[config.mk]
export PLATFORM = sky130hd
export DESIGN_NAME = quoted_field_tokenizer
export DESIGN_NICKNAME = d
export VERILOG_FILES = /design/src/rtl/qft_pkg.sv /design/src/rtl/qft_step.sv /design/src/rtl/quoted_field_tokenizer.sv
export VERILOG_INCLUDE_DIRS = /design/src /design/src/rtl
export SDC_FILE = /design/constraint.sdc
export NUM_CORES = 1
export LEC_CHECK = 0
export BUFFER_PORTS_ARGS = -buffer_cell sky130_fd_sc_hd__buf_4
export CORE_UTILIZATION = 58
export CTS_BUF_LIST = sky130_fd_sc_hd__clkbuf_8
export CTS_CLUSTER_SIZE = 10
export DETAILED_ROUTE_END_ITERATION = 10
export PLACE_DENSITY_LB_ADDON = 0.08
export SLEW_MARGIN = 20
export SYNTH_ARGS = -nofsm -noshare
export SYNTH_HDL_FRONTEND = slang
export SYNTH_SLANG_ARGS = --single-unit
[constraint.sdc]
create_clock -name i_clk -period 3.2 [get_ports i_clk]
set_input_delay 0.64 -clock i_clk [delete_from_list [all_inputs] [get_ports i_clk]]
set_output_delay 0.64 -clock i_clk [all_outputs]
set_load 0.01 [all_outputs]
[src/rtl/quoted_field_tokenizer_macros.svh]
// ----------------------------------------------------------------------------
// quoted_field_tokenizer_macros
// assertion macros for the tokenizer rtl
// ----------------------------------------------------------------------------
`ifndef QUOTED_FIELD_TOKENIZER_MACROS_SVH
`define QUOTED_FIELD_TOKENIZER_MACROS_SVH

`ifndef ASSERT_OFF

// same-cycle implication
`define QFT_ASSERT_IMP(label, clk, rst_n, ante, cons) \
    label: assert property (@(posedge clk) disable iff (!rst_n) (ante) |-> (cons)) \
        else $error("qft assertion failed");

// next-cycle implication
`define QFT_ASSERT_NXT(label, clk, rst_n, ante, cons) \
    label: assert property (@(posedge clk) disable iff (!rst_n) (ante) |=> (cons)) \
        else $error("qft assertion failed");

`else

`define QFT_ASSERT_IMP(label, clk, rst_n, ante, cons)
`define QFT_ASSERT_NXT(label, clk, rst_n, ante, cons)

`endif

`endif

[src/rtl/qft_pkg.sv]
// ----------------------------------------------------------------------------
// qft_pkg
// types and constants of the quote-aware field tokenizer
// ----------------------------------------------------------------------------
package qft_pkg;

    localparam int SEP_REGS = 4;

    // register indexes
    localparam logic [2:0] REG_MAX_TOKENS = 3'd0;
    localparam logic [2:0] REG_SEP_COUNT  = 3'd1;
    localparam logic [2:0] REG_SEP_A      = 3'd2;
    localparam logic [2:0] REG_SEP_B      = 3'd3;
    localparam logic [2:0] REG_SEP_C      = 3'd4;
    localparam logic [2:0] REG_SEP_D      = 3'd5;

    // result kinds
    localparam logic [1:0] KIND_BYTE  = 2'd0;
    localparam logic [1:0] KIND_CLOSE = 2'd1;
    localparam logic [1:0] KIND_DONE  = 2'd2;

    // stop causes
    localparam logic [1:0] CAUSE_END     = 2'd0;
    localparam logic [1:0] CAUSE_NEWLINE = 2'd1;
    localparam logic [1:0] CAUSE_LIMIT   = 2'd2;
    localparam logic [1:0] CAUSE_NONE    = 2'd3;

    // special bytes
    localparam logic [7:0] CH_NUL     = 8'h00;
    localparam logic [7:0] CH_NEWLINE = 8'h0A;
    localparam logic [7:0] CH_QUOTE   = 8'h22;
    localparam logic [7:0] CH_BSLASH  = 8'h5C;

    // config reset values
    localparam logic [6:0] RST_MAX_TOKENS = 7'd20;
    localparam logic [2:0] RST_SEP_COUNT  = 3'd1;
    localparam logic [7:0] RST_SEP_A      = 8'd32;
    localparam logic [7:0] RST_SEP_B      = 8'd9;
    localparam logic [7:0] RST_SEP_C      = 8'd44;
    localparam logic [7:0] RST_SEP_D      = 8'd59;

    typedef struct packed {
        logic       inside_quotes;
        logic       backslash_held;
        logic       scan_stopped;
        logic       at_string_start;
        logic [1:0] held_cause;
    } t_flags;

    localparam t_flags FLAGS_RESET = '{
        inside_quotes:   1'b0,
        backslash_held:  1'b0,
        scan_stopped:    1'b0,
        at_string_start: 1'b1,
        held_cause:      CAUSE_END
    };

    typedef struct packed {
        logic [1:0] kind;
        logic [7:0] out_byte;
        logic [5:0] token_index;
        logic [5:0] token_count;
        logic [1:0] stop_cause;
        logic       run_last;
    } t_result;

    function automatic t_result mk_result(
        input logic [1:0] kind,
        input logic [7:0] out_byte,
        input logic [5:0] token_index,
        input logic [5:0] token_count,
        input logic [1:0] stop_cause
    );
        t_result r;
        r.kind        = kind;
        r.out_byte    = out_byte;
        r.token_index = token_index;
        r.token_count = token_count;
        r.stop_cause  = stop_cause;
        r.run_last    = 1'b0;
        return r;
    endfunction

endpackage

[src/rtl/qft_step.sv]
// ----------------------------------------------------------------------------
// qft_step
// per-byte tokenizer logic: next string state and up to two results
// ----------------------------------------------------------------------------
module qft_step #(
    parameter int TW   = 6,
    parameter int NSEP = 4,
    parameter int TOKEN_LIMIT = 64
) (
    input  logic [7:0]          i_byte,
    input  qft_pkg::t_flags     i_flags,
    input  logic [TW-1:0]       i_token,
    input  logic [6:0]          i_max_tokens,
    input  logic [2:0]          i_sep_count,
    input  logic [7:0]          i_sep_char [NSEP],
    output qft_pkg::t_flags     o_flags,
    output logic [TW-1:0]       o_token,
    output logic [1:0]          o_nres,
    output qft_pkg::t_result    o_res0,
    output qft_pkg::t_result    o_res1
);

    localparam int CW = (TW + 2 > 9) ? TW + 2 : 9;

    logic            is_sep;
    logic            any_sep;
    logic            prefix_ok;
    logic            split_off;
    logic            stopped;
    logic [1:0]      cause;
    logic [1:0]      done_cause;
    logic [5:0]      tok6;
    logic [5:0]      count6;
    logic [CW-1:0]   tok2;
    logic            limit_hit;
    logic            handled;
    qft_pkg::t_result res [2];
    logic [1:0]      nres;

    always_comb begin
        prefix_ok = 1'b1;
        is_sep    = 1'b0;
        for (int i = 0; i < NSEP; i++) begin
            prefix_ok = prefix_ok && (i_sep_char[i] != 8'd0);
            if (prefix_ok && (i < int'(i_sep_count)) && (i_sep_char[i] == i_byte)) begin
                is_sep = 1'b1;
            end
        end
    end

    assign any_sep   = (i_sep_count != 3'd0) && (i_sep_char[0] != 8'd0);
    assign tok6      = 6'(i_token);
    assign count6    = 6'(i_token + 1'b1);
    assign tok2      = CW'(i_token) + CW'(2);
    assign limit_hit = (tok2 >= CW'(i_max_tokens)) || (tok2 >= CW'(TOKEN_LIMIT));
    assign split_off = i_flags.at_string_start &&
                       ((i_byte == qft_pkg::CH_NUL) || !any_sep || (i_max_tokens <= 7'd1));
    assign stopped   = i_flags.scan_stopped || split_off;
    assign cause     = split_off ? qft_pkg::CAUSE_NONE : i_flags.held_cause;

    always_comb begin
        o_flags    = i_flags;
        o_token    = i_token;
        res[0]     = '0;
        res[1]     = '0;
        nres       = 2'd0;
        handled    = 1'b0;
        done_cause = qft_pkg::CAUSE_END;
        o_flags.at_string_start = 1'b0;
        if (split_off) begin
            o_flags.scan_stopped = 1'b1;
            o_flags.held_cause   = qft_pkg::CAUSE_NONE;
        end
        if (i_byte == qft_pkg::CH_NUL) begin
            if (i_flags.backslash_held) begin
                res[nres[0]] = qft_pkg::mk_result(qft_pkg::KIND_BYTE, qft_pkg::CH_BSLASH,
                                                  tok6, 6'd0, qft_pkg::CAUSE_END);
                nres = nres + 2'd1;
            end
            done_cause = stopped ? cause : qft_pkg::CAUSE_END;
            res[nres[0]] = qft_pkg::mk_result(qft_pkg::KIND_DONE, 8'd0, 6'd0,
                               (done_cause == qft_pkg::CAUSE_NONE) ? 6'd0 : count6,
                               done_cause);
            nres    = nres + 2'd1;
            o_flags = qft_pkg::FLAGS_RESET;
            o_token = '0;
        end else if (!stopped) begin
            if (i_flags.backslash_held) begin
                o_flags.backslash_held = 1'b0;
                res[nres[0]] = qft_pkg::mk_result(qft_pkg::KIND_BYTE, qft_pkg::CH_BSLASH,
                                                  tok6, 6'd0, qft_pkg::CAUSE_END);
                nres = nres + 2'd1;
                if (i_byte == qft_pkg::CH_QUOTE) begin
                    res[nres[0]] = qft_pkg::mk_result(qft_pkg::KIND_BYTE, qft_pkg::CH_QUOTE,
                                                      tok6, 6'd0, qft_pkg::CAUSE_END);
                    nres    = nres + 2'd1;
                    handled = 1'b1;
                end
            end
            if (!handled) begin
                if (!i_flags.inside_quotes && (i_byte == qft_pkg::CH_NEWLINE)) begin
                    o_flags.scan_stopped = 1'b1;
                    o_flags.held_cause   = qft_pkg::CAUSE_NEWLINE;
                end else if (!i_flags.inside_quotes && is_sep) begin
                    if (limit_hit) begin
                        o_flags.scan_stopped = 1'b1;
                        o_flags.held_cause   = qft_pkg::CAUSE_LIMIT;
                    end else begin
                        res[nres[0]] = qft_pkg::mk_result(qft_pkg::KIND_CLOSE, 8'd0,
                                                          tok6, 6'd0, qft_pkg::CAUSE_END);
                        nres    = nres + 2'd1;
                        o_token = i_token + 1'b1;
                    end
                end else if (i_byte == qft_pkg::CH_QUOTE) begin
                    o_flags.inside_quotes = !i_flags.inside_quotes;
                    res[nres[0]] = qft_pkg::mk_result(qft_pkg::KIND_BYTE, i_byte,
                                                      tok6, 6'd0, qft_pkg::CAUSE_END);
                    nres = nres + 2'd1;
                end else if (i_flags.inside_quotes && (i_byte == qft_pkg::CH_BSLASH)) begin
                    o_flags.backslash_held = 1'b1;
                end else begin
                    res[nres[0]] = qft_pkg::mk_result(qft_pkg::KIND_BYTE, i_byte,
                                                      tok6, 6'd0, qft_pkg::CAUSE_END);
                    nres = nres + 2'd1;
                end
            end
        end
        if (nres == 2'd1) begin
            res[0].run_last = 1'b1;
        end else if (nres == 2'd2) begin
            res[1].run_last = 1'b1;
        end
    end

    assign o_nres = nres;
    assign o_res0 = res[0];
    assign o_res1 = res[1];

endmodule

[src/rtl/quoted_field_tokenizer.sv]
// ----------------------------------------------------------------------------
// quoted_field_tokenizer
// quote-aware separator tokenizer, one string byte per input word
// ----------------------------------------------------------------------------
// path: input register, then result queue, which drives the outputs
// throughput: one byte per cycle while the output is ready; a byte giving two
//   results holds the input while the two-entry result queue drains
// reset: synchronous active-low i_rst_n clears string state, queue and config
//   registers to their defaults; no clearing pass
// ----------------------------------------------------------------------------
`include "quoted_field_tokenizer_macros.svh"

module quoted_field_tokenizer #(
    parameter int TOKEN_LIMIT = 64,
    parameter int SEP_SLOTS   = 4
) (
    input  logic        i_clk,
    input  logic        i_rst_n,
    // byte input
    input  logic        i_in_valid,
    output logic        o_in_ready,
    input  logic [7:0]  i_in_byte,
    // result output
    output logic        o_out_valid,
    input  logic        i_out_ready,
    output logic [1:0]  o_kind,
    output logic [7:0]  o_out_byte,
    output logic [5:0]  o_token_index,
    output logic [5:0]  o_token_count,
    output logic [1:0]  o_stop_cause,
    output logic        o_run_last,
    // config port
    input  logic        psel,
    input  logic        penable,
    input  logic        pwrite,
    input  logic [4:0]  paddr,
    input  logic [31:0] pwdata,
    output logic [31:0] prdata,
    output logic        pready
);

    localparam int TW   = (TOKEN_LIMIT > 2) ? $clog2(TOKEN_LIMIT) : 1;
    localparam int NSEP = (SEP_SLOTS < qft_pkg::SEP_REGS) ? SEP_SLOTS : qft_pkg::SEP_REGS;

    logic [6:0]        r_max_tokens;
    logic [2:0]        r_sep_count;
    logic [7:0]        r_sep_char [NSEP];
    logic [7:0]        sep_view   [qft_pkg::SEP_REGS];
    logic [2:0]        reg_idx;
    logic              cfg_wr;

    logic              r_in_valid;
    logic [7:0]        r_in_byte;
    qft_pkg::t_flags   r_flags;
    qft_pkg::t_flags   n_flags;
    logic [TW-1:0]     r_token;
    logic [TW-1:0]     n_token;
    logic [1:0]        s_nres;
    qft_pkg::t_result  s_res0;
    qft_pkg::t_result  s_res1;

    qft_pkg::t_result  r_q0;
    qft_pkg::t_result  r_q1;
    logic [1:0]        r_cnt;
    logic              pop;
    logic              can_push;
    logic              push;

    // config registers
    assign pready  = 1'b1;
    assign reg_idx = paddr[4:2];
    assign cfg_wr  = psel && penable && pwrite && pready;

    always_ff @(posedge i_clk) begin
        if (!i_rst_n) begin
            r_max_tokens <= qft_pkg::RST_MAX_TOKENS;
            r_sep_count  <= qft_pkg::RST_SEP_COUNT;
            r_sep_char[0] <= qft_pkg::RST_SEP_A;
            if (NSEP > 1) r_sep_char[1 % NSEP] <= qft_pkg::RST_SEP_B;
            if (NSEP > 2) r_sep_char[2 % NSEP] <= qft_pkg::RST_SEP_C;
            if (NSEP > 3) r_sep_char[3 % NSEP] <= qft_pkg::RST_SEP_D;
        end else if (cfg_wr) begin
            if (reg_idx == qft_pkg::REG_MAX_TOKENS) r_max_tokens <= pwdata[6:0];
            if (reg_idx == qft_pkg::REG_SEP_COUNT)  r_sep_count  <= pwdata[2:0];
            for (int i = 0; i < NSEP; i++) begin
                if (reg_idx == qft_pkg::REG_SEP_A + 3'(i)) r_sep_char[i] <= pwdata[7:0];
            end
        end
    end

    for (genvar g = 0; g < qft_pkg::SEP_REGS; g++) begin : g_sep_view
        if (g < NSEP) begin : g_on
            assign sep_view[g] = r_sep_char[g];
        end else begin : g_off
            assign sep_view[g] = 8'd0;
        end
    end

    always_comb begin
        prdata = 32'd0;
        unique case (reg_idx)
            qft_pkg::REG_MAX_TOKENS: prdata = {25'd0, r_max_tokens};
            qft_pkg::REG_SEP_COUNT:  prdata = {29'd0, r_sep_count};
            qft_pkg::REG_SEP_A:      prdata = {24'd0, sep_view[0]};
            qft_pkg::REG_SEP_B:      prdata = {24'd0, sep_view[1]};
            qft_pkg::REG_SEP_C:      prdata = {24'd0, sep_view[2]};
            qft_pkg::REG_SEP_D:      prdata = {24'd0, sep_view[3]};
            default:                 prdata = 32'd0;
        endcase
    end

    // input register and step logic
    assign pop      = o_out_valid && i_out_ready;
    assign can_push = (r_cnt == 2'd0) || ((r_cnt == 2'd1) && pop);
    assign push     = r_in_valid && can_push;
    assign o_in_ready = !r_in_valid || can_push;

    qft_step #(
        .TW          (TW),
        .NSEP        (NSEP),
        .TOKEN_LIMIT (TOKEN_LIMIT)
    ) u_step (
        .i_byte       (r_in_byte),
        .i_flags      (r_flags),
        .i_token      (r_token),
        .i_max_tokens (r_max_tokens),
        .i_sep_count  (r_sep_count),
        .i_sep_char   (r_sep_char),
        .o_flags      (n_flags),
        .o_token      (n_token),
        .o_nres       (s_nres),
        .o_res0       (s_res0),
        .o_res1       (s_res1)
    );

    always_ff @(posedge i_clk) begin
        if (!i_rst_n) begin
            r_in_valid <= 1'b0;
            r_flags    <= qft_pkg::FLAGS_RESET;
            r_token    <= '0;
        end else begin
            if (i_in_valid && o_in_ready) begin
                r_in_valid <= 1'b1;
            end else if (push) begin
                r_in_valid <= 1'b0;
            end
            if (push) begin
                r_flags <= n_flags;
                r_token <= n_token;
            end
        end
    end

    always_ff @(posedge i_clk) begin
        if (i_in_valid && o_in_ready) begin
            r_in_byte <= i_in_byte;
        end
    end

    // two-entry result queue
    always_ff @(posedge i_clk) begin
        if (!i_rst_n) begin
            r_cnt <= 2'd0;
        end else if (push) begin
            r_cnt <= s_nres;
        end else if (pop) begin
            r_cnt <= r_cnt - 2'd1;
        end
    end

    always_ff @(posedge i_clk) begin
        if (push) begin
            r_q0 <= s_res0;
            r_q1 <= s_res1;
        end else if (pop) begin
            r_q0 <= r_q1;
        end
    end

    assign o_out_valid   = (r_cnt != 2'd0);
    assign o_kind        = r_q0.kind;
    assign o_out_byte    = r_q0.out_byte;
    assign o_token_index = r_q0.token_index;
    assign o_token_count = r_q0.token_count;
    assign o_stop_cause  = r_q0.stop_cause;
    assign o_run_last    = r_q0.run_last;

    `QFT_ASSERT_IMP(a_cnt_range, i_clk, i_rst_n, 1'b1, r_cnt <= 2'd2)
    `QFT_ASSERT_IMP(a_push_room, i_clk, i_rst_n, push,
        (r_cnt == 2'd0) || ((r_cnt == 2'd1) && pop))
    `QFT_ASSERT_IMP(a_pair_held, i_clk, i_rst_n, o_out_valid && !o_run_last, r_cnt == 2'd2)
    `QFT_ASSERT_NXT(a_done_clears, i_clk, i_rst_n,
        push && (s_nres != 2'd0) && ((s_res0.kind == qft_pkg::KIND_DONE) ||
        (s_res1.kind == qft_pkg::KIND_DONE)), r_flags.at_string_start && (r_token == '0))

endmodule
# Word level (Yosys, flattened, before mapping)
# Index checks and enable logic that the tools add are counted.
[totals] reg_bits=115 input_bits=52 elab_cells=202
[classes] n_addsub=5 magnitude_cmp=11 n_eq_ne=21 n_mux=81 n_bitwise=2 reduce_logical=55
[op_table] cell="two-way mux 50 bit" count=10
[op_table] cell="bitwise mux 50 bit" count=3
[op_table] cell="two-way mux 25 bit" count=5
[op_table] cell="demux 25 bit (select 1 bit)" count=2
[op_table] cell="two-way mux 2 bit" count=25
[op_table] cell="one-hot mux 8 bit (6 select lines)" count=1
[op_table] cell="two-way mux 47 bit" count=1
[op_table] cell="two-way mux 6 bit" count=7
[op_table] cell="equality test 8 bit" count=4
[op_table] cell="nonzero test 8 bit" count=4
[op_table] cell="logical AND 1 bit" count=24
[op_table] cell="two-way mux 1 bit" count=22
[op_table] cell="two-way mux 22 bit" count=1
[op_table] cell="two-way mux 21 bit" count=1
[op_table] cell="AND reduction 2 bit" count=7
[op_table] cell="AND reduction 6 bit" count=2
[op_table] cell="nonzero test 2 bit" count=5
[op_table] cell="greater-or-equal comparator 9 x 7 -> 1 bit" count=1
[op_table] cell="greater-or-equal comparator 9 x 7 -> 1 bit, second input constant" count=1
[op_table] cell="two-way mux 3 bit" count=3
[op_table] cell="equality test 8 x 4 -> 1 bit, second input constant" count=1
[op_table] cell="equality test 8 x 6 -> 1 bit, second input constant" count=1
[op_table] cell="equality test 8 x 7 -> 1 bit, second input constant" count=1
[op_table] cell="logical NOT 8 bit" count=1
[op_table] cell="22 further kinds" count=42

# Depth between registers and ports, before layout
# Gate-level depths: netlist (run 1).
[logic_depth] depth_word=24 ltp_mapped=13

# By module
# From an unflattened synthesis (run 1), not the netlist that was laid out.
[unflattened] hier_cells=683 hier_area_um2=6712.7
[modules_own_cells] module="quoted_field_tokenizer" instances=1 cells_each=405 area_each_um2=4878.4
[modules_own_cells] module="qft_step" instances=1 cells_each=278 area_each_um2=1834.3

# Least setup slack after synthesis (run 1)
# OpenSTA, ideal clock, no wires.
[synth_path] path_kind="reg-to-reg" startpoint="register r_token[3]" endpoint="register r_q0 (netlist bit o_run_last) (data pin)" setup_ps=256 arrival_ps=2538 t_required_ps=2944 slack_ps=406 stages_incl_launch_ff=14 path_buffers=2 period_less_slack_ps=2794 path_cell_list="dfxtp_1 -> clkbuf_1 -> nand3_1 -> xnor2_1 -> ha_1 -> nand2_1 -> o31ai_1 -> a21oi_1 -> o21a_1 -> buf_6 -> ha_1 -> nand2_1 -> o311a_1 -> a31o_1"
[synth_via] elab_chain_cells=12 elab_cells_between_ends=19 classes_between="add/sub: 1; order compare: 2; eq/ne: 1; mux: 14; reduce/logical: 1"
[synth_rtl] item="from (decl)" line="quoted_field_tokenizer.sv:56" source="logic [TW-1:0] r_token;"
[synth_rtl] item="from (signal assigned)" line="quoted_field_tokenizer.sv:149" source="r_token <= n_token;"
[synth_rtl] item="adder 6 x 2 -> 7 bit *" line="qft_step.sv:54" source="assign tok2 = CW'(i_token) + CW'(2);"
[synth_rtl] item="greater-or-equal comparator 9 x 7 -> 1 bit" line="qft_step.sv:55" source="assign limit_hit = (tok2 >= CW'(i_max_tokens)) || (tok2 >= CW'(TOKEN_LIMIT));"
[synth_rtl] item="logical OR 1 bit *" line="qft_step.sv:55"
[synth_rtl] item="two-way mux 2 bit" line="qft_step.sv:105" source="if (limit_hit) begin"
[synth_rtl] item="two-way mux 2 bit" line="qft_step.sv:104" source="end else if (!i_flags.inside_quotes && is_sep) begin"
[synth_rtl] item="two-way mux 2 bit" line="qft_step.sv:101" source="if (!i_flags.inside_quotes && (i_byte == qft_pkg::CH_NEWLINE)) begin"
[synth_rtl] item="two-way mux 2 bit" line="qft_step.sv:100" source="if (!handled) begin"
[synth_rtl] item="two-way mux 2 bit" line="qft_step.sv:87" source="end else if (!stopped) begin"
[synth_rtl] item="two-way mux 2 bit" line="qft_step.sv:74" source="if (i_byte == qft_pkg::CH_NUL) begin"
[synth_rtl] item="equality test 2 x 1 -> 1 bit" line="qft_step.sv:128" source="if (nres == 2'd1) begin"
[synth_rtl] item="two-way mux 1 bit *" line="qft_step.sv:128"
[synth_rtl] item="two-way mux 25 bit *" line="quoted_field_tokenizer.sv:172" source="if (push) begin"
[synth_rtl] item="to (signal assigned)" line="quoted_field_tokenizer.sv:173" source="r_q0 <= s_res0;"
[synth_rtl] item="to (signal assigned)" line="quoted_field_tokenizer.sv:176" source="r_q0 <= r_q1;"
[synth_rtl] item="to (decl)" line="quoted_field_tokenizer.sv:62" source="qft_pkg::t_result r_q0;"
# Mark *: on every way between the ends. The rest lies on a longest branch, timed or not.
# A chain may end at the register's enable or synchronous reset.

# Worst setup path in the final report (run 1)
[layout_path] startpoint="register r_token[0]" endpoint="register r_q0 (netlist bit o_run_last) (data pin)"
# Same word-level chain as after synthesis.

==> results.cfg, run 1 <==
[route]
num_vias = 4998
totalWireLength_um = 15100
firstDrtPassIters = 5
ant_nets = 0
drt_iter0_drc = 221
wire_per_inst_um = 17.9
drc_errors = 0
viasPerCell = 5.96

[synthesis]
yosys_warnings = 0
async_flop_share = 0
ys_seq_area_frac = 0.457
synth_ff_type = edfxtp_1
synth_edf_count = 58
synth_cells = 636
syn-cell-area_sq_um = 6310
synth-seq-cells = 115
ys_types = 68
syn_avg_cell_area_sq_um = 9.93

[place]
place.gp.congestion = 0.965
place_area_sq_um = 6720
dp_slack_ns = 0.351
io_buffers = 60
dpl.cell_count = 807
dp_hpwl_um = 10900

[setup_path]
required_ns = 3.39
crit_path_frequent_cell = ha_1
crit_fanout = 9
cp.arrival_ns = 3.06
end_kind = register
cp_cell_sequence = inv_1 -> ha_1 -> nand2b_1 -> a211oi_1 -> o31ai_1 -> a21oi_1 -> o21a_1 -> ha_1 -> nand2_1 -> o311a_1 -> a31o_1
crit_slowest_cell = dfxtp_1
worstSetupStartpointType = register
worst-setup-path-type = reg2reg
critPathMaxStageDelay_ns = 0.52

[die]
die_area_sq_um = 11300
io_pins = 112
initial_utilization = 0.606
num_rows = 37
dieWidth_um = 106
die_h_um = 106
core-area_sq_um = 10400

[job]
cap_violations = 0

[cts]
cts_buffer_depth = 2
cts_max_level = 4
root_buffer = clkbuf_8
clkLatencyLatePin_ns = 0.44
cts.sinks = 115
cts_setup_buffers = 0
cts_buffers = 17
clk_pin_slew_ns = 0.07
cts-hold-fix-buffers = 0
cts_resized = 0
cts_tree = built

[sta]
relSlewSlack = 0.322
max_freq_ghz = 0.348
whs_ns = 0.384
drv_slew = 0
tightest_slew_ns = 1.02
finalCritPeriodShare = 0.897
hold_viol_final = 0
fin_skew_ns = 0.0141
timing.final.ws_setup_ns = 0.329
finalSetupTns_ns = 0
period_needed_ns = 2.87
setup_viol = 0
rsz0062_at_grt = false

[global_route]
overflow = 0
grt_pass1_wl_um = 24400
grt_antenna_before_repair = 0
grt_usage = 0.282
grt_start_max_net_pins = 38
grt_pass1_vias = 4796

[finish]
fin_area_sq_um = 7110
syn2layout_area_growth_pct = 12.7
drive_gt1_frac = 0.174
nNetsFinal = 754
final_cells = 839
antenna_cells = 0

[power]
p_leak_nw = 2.82
pwr_density_cell_nw_per_um2 = 541
vdd_drop_max_mv = 0.375

[run_status]
status = finished clean

[hold_path]
hp-class = in2reg
cell usage in the layout, fill, tap and decap left out, drive strengths merged, types with 16 or more instances in the layout:
master  synthesis  layout
buf            43      74
nor2           66      66
edfxtp         58      58
dfxtp          57      57
nand2          57      57
mux2i          51      51
inv            25      31
nand3          27      27
conb            2      25
o21ai          22      22
xor2           21      21
xnor2          19      19
clkbuf         19      18
nor4           16      16
synthesized netlist by cell type (all sizes together) (3+ instances only):
| master | count | area share |
|---|---|---|
| inv | 25 | 0.015 |
| nor2 | 66 | 0.039 |
| a31o | 3 | 0.0042 |
| a221o | 4 | 0.0063 |
| a21oi | 15 | 0.012 |
| or4 | 3 | 0.0036 |
| a22o | 10 | 0.014 |
| nor4 | 16 | 0.016 |
| a211oi | 4 | 0.0048 |
| xnor2 | 19 | 0.032 |
| and3 | 3 | 0.0030 |
| o31ai | 4 | 0.0048 |
| a31oi | 4 | 0.0040 |
| clkbuf | 19 | 0.011 |
| edfxtp | 58 | 0.28 |
| nand3 | 27 | 0.021 |
| o32ai | 4 | 0.0055 |
| mux2i | 51 | 0.081 |
| nand4 | 6 | 0.0059 |
| dfxtp | 57 | 0.18 |
| nand2 | 57 | 0.034 |
| and2 | 11 | 0.011 |
| o211ai | 3 | 0.0036 |
| buf | 43 | 0.053 |
| o221ai | 4 | 0.0055 |
| o22ai | 8 | 0.0089 |
| nor3 | 13 | 0.012 |
| o21ai | 22 | 0.018 |
| ha | 12 | 0.024 |
| or3 | 3 | 0.0030 |
| nand2b | 6 | 0.0059 |
| xor2 | 21 | 0.029 |
| a22oi | 7 | 0.0083 |
cell type report:
cell class / count / area [sq um]
inverters: 26 / 97.6
well taps: 136 / 170
clock buffers: 18 / 248
repair buffers: 74 / 556
flip-flops and latches: 115 / 2880
fillers: 857 / 3300
multi-input cells: 456 / 3020
clock inverters: 14 / 145
final timing paths:
path | cells after the start | endpoint | slack, ns | start
worst max-delay path | 11 | o_run_last$_DFFE_PP_ | 0.33 | r_token[0]$_SDFFE_PN0P_
worst min register to register | 2 | o_kind[1]$_DFFE_PP_ | 0.53 | r_q1[24]$_SDFFCE_PN0P_
worst max register to register | 11 | o_run_last$_DFFE_PP_ | 0.33 | r_token[0]$_SDFFE_PN0P_
worst min-delay path | 1 | r_in_byte[5]$_DFFE_PP_ | 0.38 | i_in_byte[5]
cell families (layout without fill, tap and decap cells):
family                   count (synthesis)  in the layout  share of synthesized area
buffers and inverters                   88            132                     0.0793
XOR/XNOR                                40             40                     0.0614
multiplexers                            54             54                     0.0880
adder cells (fa/ha/maj)                 12             12                     0.0238
AO/OA/AOI/OAI                          105            105                      0.119
flip-flops                             115            115                      0.457
AND/OR/NAND/NOR                        220            220                      0.170
other                                    2             25                    0.00119
worst max-delay path: cells and delay by family (launching register included):
family	cells	cell delay, ns
AO/OA/AOI/OAI	6	1.24
buffers and inverters	1	0.17
flip-flops	1	0.52
adder cells (fa/ha/maj)	2	0.58
AND/OR/NAND/NOR	2	0.13
report_power, final:
part | switching [mW] | leakage [nW] | internal [mW]
Sequential | 0.0789 | 1.02 | 1.75
Combinational | 0.377 | 1.58 | 0.281
Clock | 0.587 | 0.218 | 0.773
Total | 1.04 | 2.82 | 2.81
sequential cells by signal, indices dropped and copies added, names as in the netlist:
name           cells
r_in_valid         1
r_in_byte          8
r_max_tokens       7
r_flags            6
r_cnt              2
o_token_index      6
o_kind             2
r_sep_count        3
o_token_count      6
r_sep_char        32
r_q1              25
o_stop_cause       2
o_out_byte         8
r_token            6
o_run_last         1
per-stage QoR:
| step | power [mW] | utilization |
|---|---|---|
| floorplan | 2.28 | - |
| global placement | 2.50 | 0.645 |
| detailed placement | 2.53 | 0.645 |
| CTS | 3.88 | 0.683 |
| global route | 4.01 | 0.683 |
| finish | 3.85 | 0.683 |
per-layer routing:
layer,track usage,wire length (um),vias to the layer above
met5,0,0,-
met2,0.469,7520,211
met4,0.142,510,0
met3,0.0625,907,41
li1,-,-,2350
met1,0.344,6120,2396
Note: power is estimated with default switching activity, not from simulation.
==> inputs of run 2 (changes only) <==
- CORE_UTILIZATION: 58 -> 60
- SETUP_SLACK_MARGIN: default -> 0.15
- clock period: 3.2 -> 3.35 ns (I/O delays scaled with it)
==> results.cfg, run 2 (synthesis gave the netlist of run 1 again) <==
[cts]
clk_pin_slew_ns = 0.07
cts_tree = built
root_buffer = clkbuf_8
cts.sinks = 115
cts_buffers = 17
cts_buffer_depth = 2
cts_max_level = 4
clkLatencyLatePin_ns = 0.44

[die]
die_h_um = 105
initial_utilization = 0.614
core-area_sq_um = 10300
num_rows = 37
die_area_sq_um = 10900
dieWidth_um = 105
io_pins = 112

[setup_path]
worst-setup-path-type = reg2reg
required_ns = 3.54
end_kind = register
worstSetupStartpointType = register
cp.arrival_ns = 3.07
crit_fanout = 6

[sta]
rsz0062_at_grt = false
fin_skew_ns = 0.0139
max_freq_ghz = 0.347
finalSetupTns_ns = 0
relSlewSlack = 0.302
timing.final.ws_setup_ns = 0.467
tightest_slew_ns = 1.05
hold_viol_final = 0
drv_slew = 0
whs_ns = 0.414
finalCritPeriodShare = 0.861
period_needed_ns = 2.88
setup_viol = 0

[place]
place.gp.congestion = 0.972
place_area_sq_um = 6690
dp_slack_ns = 0.328
dpl.cell_count = 801
io_buffers = 60
dp_hpwl_um = 10700

[route]
ant_nets = 0
firstDrtPassIters = 5
drt_iter0_drc = 242
totalWireLength_um = 14900
num_vias = 4979
drc_errors = 0
wire_per_inst_um = 17.8
viasPerCell = 5.98

[finish]
largest_reg_flops = 32
layout_common_cells = 67 x buf_4, 66 x nor2_1, 58 x edfxtp_1
fin_area_sq_um = 7090
top_register = r_sep_char
antenna_cells = 0
final_core_utilization = 0.690
final_common_cell = buf_4
fill_cells = 823
final_cells = 833
syn2layout_area_growth_pct = 12.3
reg_top3 = r_sep_char (32), r_q1 (25)
nNetsFinal = 748
drive_gt1_frac = 0.169

[global_route]
grt_antenna_before_repair = 0
grt_pass1_wl_um = 24300
grt_start_max_net_pins = 38
overflow = 0
grt_usage = 0.286
grt_pass1_vias = 4788

[hold_path]
hp-class = in2reg

[power]
vdd_drop_max_mv = 0.312
pwr_density_cell_nw_per_um2 = 522
p_total_mw = 3.70
p_leak_nw = 2.77

[run_status]
status = finished clean

[job]
cap_violations = 0
[run 2: layer usage]
layer	share of wire	track usage	wire length [um]	vias up
li1	-	-	-	2351
met1	0.41	0.355	6120	2391
met2	0.50	0.479	7480	203
met3	0.058	0.0599	863	34
met4	0.027	0.129	400	0
met5	0	0	0	-
[run 2: worst paths after layout]
check	startpoint	end	slack [ns]	depth (start not counted)
worst min-delay path	i_in_byte[5]	r_in_byte[5]$_DFFE_PP_	0.41	1
worst max register to register	r_token[1]$_SDFFE_PN0P_	o_run_last$_DFFE_PP_	0.47	11
worst max-delay path	r_token[1]$_SDFFE_PN0P_	o_run_last$_DFFE_PP_	0.47	11
worst min register to register	r_q1[6]$_SDFFCE_PP0P_	o_token_count[3]$_DFFE_PP_	0.53	2
[run 2: critical path, cell delays in order, from the launching register on]
cell,delay [ns]
dfxtp_1,0.44
ha_1,0.30
xor2_1,0.11
ha_1,0.28
nand2_1,0.05
o31ai_1,0.20
a21oi_1,0.11
o21a_1,0.23
ha_1,0.29
nand2_1,0.04
o311a_1,0.36
a31o_1,0.23
[run 2: final cells by class]
cell class | instances | area, sq um | share of cell area
multi-input cells | 456 | 3020 | 0.425
well taps | 136 | 170 | 0.0240
flip-flops and latches | 115 | 2880 | 0.407
clock buffers | 17 | 234 | 0.0330
inverters | 26 | 97.6 | 0.0138
clock inverters | 15 | 166 | 0.0235
repair buffers | 68 | 523 | 0.0738
[run 2: where the power goes]
group / switching (mW) / internal [mW] / total (mW) / leakage, nW
Clock: 0.592 / 0.727 / 1.32 / 0.194
Sequential: 0.0750 / 1.67 / 1.75 / 1.02
Combinational: 0.364 / 0.271 / 0.635 / 1.55
Total: 1.03 / 2.67 / 3.70 / 2.77
[run 2: what timing repair did]
| action | CTS | global route |
|---|---|---|
| resized for setup | 0 | 1 |
| hold buffers | 0 | 0 |
| buffers inserted | 0 | 0 |
| setup endpoints to repair | 0 | 1 |
==> inputs of run 3 (changes only) <==
- ABC_AREA: default -> 1
==> results.cfg, run 3 <==
[run_status]
status = finished clean

[synthesis]
yosys_warnings = 0
synth_common_cells = 211 x nand2_1, 96 x inv_1, 89 x nor2_1
synth.most_common_cell = nand2_1
syn_avg_cell_area_sq_um = 7.67
synth-seq-cells = 115
synth_edf_count = 58
ys_seq_area_frac = 0.443
synth_cells = 849
synth_area_leaders = edfxtp_1 27%, dfxtp_1 18%, nand2_1 12%
syn-cell-area_sq_um = 6510
synth_top_area_cell = edfxtp_1
yosysTopAreaCellShare = 0.268
ys_types = 46
async_flop_share = 0
synth_ff_type = edfxtp_1

[global_route]
overflow = 0
grt_antenna_before_repair = 0
grt_start_max_net_pins = 38
grt_pass1_wl_um = 28100
grt_pass1_vias = 5568
grt_usage = 0.332

[setup_path]
path_buf_inv = 2
end_kind = register
cp.arrival_ns = 3.05
r2r-end = r_q1[0]$_SDFFCE_PN0P_
cp_cell_sequence = ha_1 -> nand2_1 -> nor2_1 -> xor2_1 -> ha_1 -> nand2_1 -> nor3b_1 -> nand2_1 -> inv_1 -> ha_1 -> inv_1 -> nand3_1 -> nand3_1 -> nand2_1 -> nand2_1 -> nor2_1
crit_path_frequent_cell = nand2_1
r2r_slack_ns = 0.49
worstRegToRegCells = 16
crit_fanout = 8
cp_top_family = simple AND/OR/NAND/NOR gates
required_ns = 3.54
worst-setup-path-type = reg2reg
crit_slowest_cell = dfxtp_1
critPathMaxStageDelay_ns = 0.51
r2r_start = r_token[2]$_SDFFE_PN0P_
worstSetupStartpointType = register

[place]
place.gp.congestion = 0.929
dpl.cell_count = 1025
dp_hpwl_um = 13200
io_buffers = 60
dp_slack_ns = 0.552

[finish]
syn2layout_area_growth_pct = 12.5
final_core_utilization = 0.703
drive_gt1_frac = 0.143
largest_reg_flops = 32
final_common_cell = nand2_1
layout_common_cells = 211 x nand2_1, 96 x inv_1, 88 x nor2_1
reg_top3 = r_sep_char (32), r_q1 (25)
antenna_cells = 0
top_register = r_sep_char
final_cells = 1057
nNetsFinal = 972

[power]
p_switching_mw = 1.34
pwr_density_cell_nw_per_um2 = 571
p_leak_nw = 3.19
p_int_mw = 2.84
power.combinational.fraction = 0.238
sequentialPowerShare = 0.456
power_frac_clock = 0.306
vdd_drop_max_mv = 0.404
p_sw_frac = 0.320

[sta]
finalSetupTns_ns = 0
fin_skew_ns = 0.0156
max_freq_ghz = 0.350
period_needed_ns = 2.86
setup_viol = 0
drv_slew = 0
rsz0062_at_grt = false
tightest_slew_ns = 0.828
timing.final.ws_setup_ns = 0.490
whs_ns = 0.401
relSlewSlack = 0.448
finalCritPeriodShare = 0.854
hold_viol_final = 0

[hold_path]
hp-class = in2reg
hold_depth = 1
hold_end = r_in_byte[5]$_DFFE_PP_
worstHoldStart = i_in_byte[5]

[die]
die_area_sq_um = 11300
die_h_um = 106
initial_utilization = 0.625
dieWidth_um = 106
core-area_sq_um = 10400
io_pins = 112
num_rows = 37

[cts]
cts_setup_buffers = 0
cts.sinks = 115
root_buffer = clkbuf_8
clk_pin_slew_ns = 0.07
cts-hold-fix-buffers = 0
cts_tree = built
clkLatencyLatePin_ns = 0.45
cts_resized = 0
cts_buffers = 17
cts_buffer_depth = 2
cts_max_level = 4

[route]
firstDrtPassIters = 5
totalWireLength_um = 17900
ant_nets = 0
drt_iter0_drc = 386
drc_errors = 0
num_vias = 6067
viasPerCell = 5.74
wire_per_inst_um = 16.9

[job]
cap_violations = 0
[run 3: worst register-to-register path: stages, from the launching register on]
cell	delay [ns]
dfxtp_1	0.51
ha_1	0.25
nand2_1	0.06
nor2_1	0.12
xor2_1	0.10
ha_1	0.19
nand2_1	0.05
nor3b_1	0.28
nand2_1	0.19
inv_1	0.17
ha_1	0.25
inv_1	0.06
nand3_1	0.08
nand3_1	0.10
nand2_1	0.05
nand2_1	0.11
nor2_1	0.06
[run 3: worst max path at each step]
stage	end	startpoint	cells past startpoint	slack, ns
after floorplan	o_run_last$_DFFE_PP_	r_token[1]$_SDFFE_PN0P_	17	0.94
after global placement	prdata[2]	paddr[2]	7	0.58
after detailed placement	r_q1[0]$_SDFFCE_PN0P_	r_token[2]$_SDFFE_PN0P_	16	0.55
after CTS	r_q1[0]$_SDFFCE_PN0P_	r_token[2]$_SDFFE_PN0P_	16	0.53
after global routing	r_q1[0]$_SDFFCE_PN0P_	r_token[2]$_SDFFE_PN0P_	16	0.17
final	r_q1[0]$_SDFFCE_PN0P_	r_token[2]$_SDFFE_PN0P_	16	0.49
[run 3: per-layer routing]
metal | GRT usage | vias up | wire, um | part of all wire
li1 | - | 2885 | - | -
met1 | 0.402 | 2809 | 7030 | 0.39
met2 | 0.555 | 317 | 8780 | 0.49
met3 | 0.0576 | 56 | 1320 | 0.074
met4 | 0.194 | 0 | 769 | 0.043
met5 | 0 | - | 0 | 0
[run 3: kinds of logic (layout without fill, tap and decap cells)]
logic type | count (synthesis) | after routing | synth area share
xor+xnor | 11 | 11 | 0.0148
flops | 115 | 115 | 0.443
other cells | 2 | 25 | 0.00115
compound gates | 160 | 160 | 0.138
fa+ha+maj | 12 | 12 | 0.0231
buf+inv | 157 | 206 | 0.113
simple gates | 392 | 392 | 0.267
[run 3: cell type report]
type,count,area [sq um]
Clock inverter,15,158
Timing Repair Buffer,65,488
Inverter,109,409
Tap cell,136,170
Clock buffer,17,234
Sequential cell,115,2880
Multi-Input combinational cell,600,2980
Fill cell,872,3100
[run 3: per-stage QoR]
step / total power [mW] / instance area (sq um)
floorplan: 2.52 / 6600
global placement: 2.90 / 6930
detailed placement: 2.93 / 6930
finish: 4.18 / 7320
global route: 4.38 / 7320
CTS: 4.19 / 7320
[run 3: power groups by stage]
stage	logic, mW	registers [mW]	clock network (mW)
6_report	0.995	1.91	1.28
5_1_grt	1.11	1.93	1.35
4_1_cts	0.998	1.91	1.29
3_5_place_dp	0.994	1.94	0
3_3_place_gp	0.967	1.93	0
2_1_floorplan	0.542	1.98	0
